--- src/rtl/tilt_complementary_filter_core_defines.svh ---
// Assertion macros for the tilt complementary filter core.
`ifndef TILT_COMPLEMENTARY_FILTER_CORE_DEFINES_SVH
`define TILT_COMPLEMENTARY_FILTER_CORE_DEFINES_SVH
`ifndef NO_ASSERTIONS
`define TCF_ASSERT_IMPL(lbl, ante, cons) \
    lbl: assert property (@(posedge i_clk) disable iff (!i_rst_n) (ante) |-> (cons)) \
        else $error("tcf assertion failed");
`define TCF_ASSERT_NEXT(lbl, ante, cons) \
    lbl: assert property (@(posedge i_clk) disable iff (!i_rst_n) (ante) |=> (cons)) \
        else $error("tcf assertion failed");
`else
`define TCF_ASSERT_IMPL(lbl, ante, cons)
`define TCF_ASSERT_NEXT(lbl, ante, cons)
`endif
`endif

--- src/rtl/tcf_pkg.sv ---
// Types and constants shared by the tilt complementary filter modules.
package tcf_pkg;

    localparam logic [29:0] NS_PER_S      = 30'd1000000000;
    localparam logic [28:0] NS_HALF       = 29'd500000000;
    localparam int          DIV_BITS      = 19;
    localparam int          RCP_IN_SHIFT  = 20;
    localparam int          RCP_OUT_SHIFT = 32;
    localparam logic [22:0] RCP_MULT      = 23'd4503600;
    localparam logic [15:0] WEIGHT_RESET  = 16'd655;
    localparam logic [31:0] ELAPSED_MAX   = 32'hFFFF_FFFF;

    typedef struct packed {
        logic signed [15:0] accel_x;
        logic signed [15:0] accel_y;
        logic signed [15:0] accel_z;
        logic signed [15:0] gyro_x;
        logic signed [15:0] gyro_y;
        logic [62:0]        timestamp_ns;
    } t_imu_sample;

    typedef struct packed {
        logic signed [15:0] roll_angle;
        logic signed [15:0] pitch_angle;
    } t_tilt_result;

    typedef struct packed {
        logic start;
        logic take;
    } t_lane_cmd;

    typedef struct packed {
        logic done;
    } t_lane_stat;

endpackage

--- src/rtl/tcf_merge.sv ---
// Result stage: joins the two lane angles into one output transaction.
module tcf_merge (
    input  logic                  i_clk,
    input  logic                  i_rst_n,
    input  logic                  i_load,
    input  logic signed [15:0]    i_roll,
    input  logic signed [15:0]    i_pitch,
    output logic                  o_can_load,
    output logic                  o_out_valid,
    input  logic                  i_out_ready,
    output tcf_pkg::t_tilt_result o_out_data
);
    import tcf_pkg::*;

    logic         r_valid;
    t_tilt_result r_data;

    assign o_can_load = !r_valid || i_out_ready;

    always_ff @(posedge i_clk) begin
        if (!i_rst_n) begin
            r_valid <= 1'b0;
        end else if (i_load) begin
            r_valid <= 1'b1;
        end else if (i_out_ready) begin
            r_valid <= 1'b0;
        end
    end

    always_ff @(posedge i_clk) begin
        if (i_load) begin
            r_data.roll_angle  <= i_roll;
            r_data.pitch_angle <= i_pitch;
        end
    end

    assign o_out_valid = r_valid;
    assign o_out_data  = r_data;

endmodule

--- config.mk ---
export PLATFORM = sky130hd
export DESIGN_NAME = tcf_merge
export DESIGN_NICKNAME = d
export VERILOG_FILES = /design/src/rtl/tilt_complementary_filter_core_defines.svh /design/src/rtl/tcf_pkg.sv /design/src/rtl/tcf_merge.sv
export SDC_FILE = /design/constraint.sdc
export NUM_CORES = 1
export LEC_CHECK = 0
export BUFFER_PORTS_ARGS = -buffer_cell sky130_fd_sc_hd__buf_2
export CAP_MARGIN = 20
export CORE_MARGIN = 3
export CORE_UTILIZATION = 40
export CTS_CLUSTER_SIZE = 8
export DETAILED_ROUTE_END_ITERATION = 7
export PLACE_DENSITY = 0.86
export SLEW_MARGIN = 20
export SYNTH_ARGS = -nofsm -noshare
export SYNTH_HDL_FRONTEND = slang
export SYNTH_SLANG_ARGS = --single-unit
--- constraint.sdc ---
create_clock -name i_clk -period 1.4 [get_ports i_clk]
set_input_delay 0.35 -clock i_clk [delete_from_list [all_inputs] [get_ports i_clk]]
set_output_delay 0.35 -clock i_clk [all_outputs]
set_load 0.03 [all_outputs]
==> results.py <==
metrics = {
    "cts": {
        "tritoncts": "yes",
        "htree_levels": 2,
        "clkTransAtPathRegs_ps": 80,
        "clock_latency_ps": 320,
        "cts_buffers": 5,
        "cts_hold_buf": 0,
        "cts_setup_buffers": 0,
        "clockBufferDepth": 2,
        "clock_sinks": 33,
        "cts_resized": 0,
        "root_buffer": "clkbuf_4",
    },
    "power": {
        "ir_drop_v": 0.000828,
        "finalPower_mw": 1.95,
        "p_leak_nw": 0.644,
        "combPwrFrac_pct": 16.0,
        "p_int_mw": 1.44,
        "power_density_mw_per_mm2": 1340,
        "sw_frac_of_total_pct": 25.9,
        "p_sw_mw": 0.504,
        "pwr-share-seq_pct": 60.9,
        "p_clk_share_pct": 23.1,
    },
    "cells_and_area": {
        "drive_gt1_share_pct": 68.1,
        "post-route-util_pct": 63.3,
        "nFillCells": 178,
        "final_nets": 149,
        "n_antenna_cell": 0,
        "syn2layout_area_growth_pct": 44.1,
    },
    "sta": {
        "fin_skew_ps": 0,
        "tightest_slew_ps": 171,
        "final.setup.tns_ps": 0,
        "max_slew_margin_pct": 88.6,
        "fin_crit_ps": 1280,
        "rsz0062_at_grt": "no",
        "hold_viol": 0,
        "fmax_mhz": 781,
        "setup_viol": 0,
        "post-route-period-util_pct": 91.4,
        "slew_viol_final": 0,
    },
    "global_route": {
        "grt.overflow.total": 0,
        "grt_pass1_vias": 634,
        "grt_pass1_wl_mm": 3.18,
        "antenna_found_initial": 0,
        "grt_max_degree": 34,
        "grt_use_total_pct": 14.6,
    },
    "route": {
        "drtPass1Iterations": 3,
        "ant_nets": 0,
        "drcViolationCount": 0,
        "vias": 642,
        "wl_per_cell_um": 15.2,
        "wl_mm": 2.14,
        "via_per_inst": 4.55,
        "dr.first_iter.drc_count": 15,
    },
    "logic_synthesis": {
        "synth.area.top_cells": "edfxtp_1 (95%), dfxtp_1 (2.0%), nand2b_4 (1.4%), a21boi_2 (1.1%), inv_1 (0.37%)",
        "syn_area_per_cell_um2": 28.0,
        "synth-edff-count": 32,
        "synth_area_mm2": 0.00101,
        "synth_top_area_share_pct": 95.2,
        "post-synth-top-count-cell": "edfxtp_1",
        "syn_inst": 36,
        "synth_nets": 72,
        "yosysSeqAreaShare_pct": 97.1,
        "ys_warn_count": 0,
        "ys_seq_elements": 33,
        "synth_ff_type": "edfxtp_1",
        "async_flop_share_pct": 0,
        "ys_types": 5,
        "synth_top_area_cell": "edfxtp_1",
        "synthTopCellsByCount": "edfxtp_1 (32), a21boi_2 (1), dfxtp_1 (1), inv_1 (1), nand2b_4 (1)",
    },
    "floorplan": {
        "rows": 17,
        "dieArea_mm2": 0.00316,
        "die_h_um": 56.2,
        "io_pins": 70,
        "core-area_mm2": 0.00230,
        "start_util_pct": 44.0,
        "die_x_um": 56.2,
    },
    "run": {
        "max_cap_violations": 0,
    },
    "min_path": {
        "hold_path_class": "in2reg",
        "holdPathStages": 1,
    },
    "placed_design": {
        "gp_congestion": 0.750,
        "port_buffers": 69,
    },
    "setup_path": {
        "slowest_delay_ps": 380,
        "reg2reg_slack_ps": 790,
        "crit_slowest_cell": "dfxtp_1",
        "crit_type": "reg2out",
        "path_max_fanout": 2,
        "path_depth": 2,
        "worst_ep_arrival_time_ps": 930,
        "worstSetupEndpoint": "o_can_load",
        "rr_startpoint": "o_out_valid$_SDFFE_PN0P_",
        "critPathLaunchType": "register",
        "crit_family": "flip-flops",
        "cp-end-kind": "output port",
        "crit_required_ps": 1050,
        "worst-path-buf-inv": 1,
        "cp-startpoint": "o_out_valid$_SDFFE_PN0P_",
        "rr_worst_depth": 2,
        "path_cells": "nand2b_4 > buf_2",
        "r2r_end": "o_out_valid$_SDFFE_PN0P_",
    },
    "outcome": {
        "status": "complete, no violations",
    },
}
per-stage QoR:
stage | setup slack (ps) | instances | hold WS [ps] | instance area [µm²]
floorplan | 379 | 36 | 449 | 1010
global placement | 304 | 134 | 476 | 1410
detailed placement | 300 | 134 | 489 | 1410
CTS | 95.0 | 141 | 184 | 1460
global route | 53.9 | 141 | 178 | 1460
finish | 120 | 141 | 199 | 1460
sequential cells by signal, indices dropped and copies added, names as in the netlist:
name         flops
o_out_data      32
o_out_valid      1
per-layer routing:
layer	global-route usage [%]	wire length (µm)	part of all wire (%)	vias to the layer above
met1	16.0	824	38	288
met3	8.82	297	14	7
met2	21.5	952	44	51
li1	-	-	-	296
met4	8.81	68	3.2	0
met5	0	0	0	-
layout make-up:
| type | instances | area [µm²] | area share, % |
|---|---|---|---|
| sequential | 33 | 981 | 67.4 |
| tap | 28 | 35.0 | 2.41 |
| timing repair buffer | 70 | 365 | 25.1 |
| clock inverter | 1 | 3.75 | 0.258 |
| inverter | 1 | 3.75 | 0.258 |
| multi-input combinational | 2 | 25.0 | 1.72 |
| clock buffer | 6 | 41.3 | 2.84 |
placed cells by master, fill, tap and decap left out, drive strengths merged:
| cell | n |
|---|---|
| buf | 70 |
| edfxtp | 32 |
| clkbuf | 6 |
| inv | 1 |
| nand2b | 1 |
| a21boi | 1 |
| clkinv | 1 |
| dfxtp | 1 |
worst register-to-register path, delay by kind of cell, from the launching register on:
family | cells | cell delay, ps
and+or+nand+nor | 1 | 70
DFF | 1 | 380
AOI/OAI and AO/OA | 1 | 110
logic make-up (layout without fill, tap and decap cells):
kind of cell,count (synthesis),after routing,share of synthesized area [%]
flops,33,33,97.1
compound gates,1,1,1.12
simple gates,1,1,1.36
buf+inv,1,78,0.371
power by group through the flow:
stage          Sequential, mW  Clock, mW  Combinational [mW]
3_5_place_dp             1.21          0               0.315
5_1_grt                  1.19      0.516               0.327
3_3_place_gp             1.20          0               0.306
2_1_floorplan            1.37          0             0.00848
4_1_cts                  1.19      0.474               0.315
6_report                 1.19      0.450               0.311
worst min path at each step:
stage / start / endpoint / slack, ps
floorplan: i_pitch[0] / o_out_data[0]$_DFFE_PP_ / 450
CTS: i_roll[8] / o_out_data[24]$_DFFE_PP_ / 180
global placement: o_out_valid$_SDFFE_PN0P_ / o_out_valid$_SDFFE_PN0P_ / 480
finish: i_pitch[2] / o_out_data[2]$_DFFE_PP_ / 200
detailed placement: o_out_valid$_SDFFE_PN0P_ / o_out_valid$_SDFFE_PN0P_ / 490
global route: i_pitch[2] / o_out_data[2]$_DFFE_PP_ / 180
Note: power is estimated with default switching activity, not from simulation.
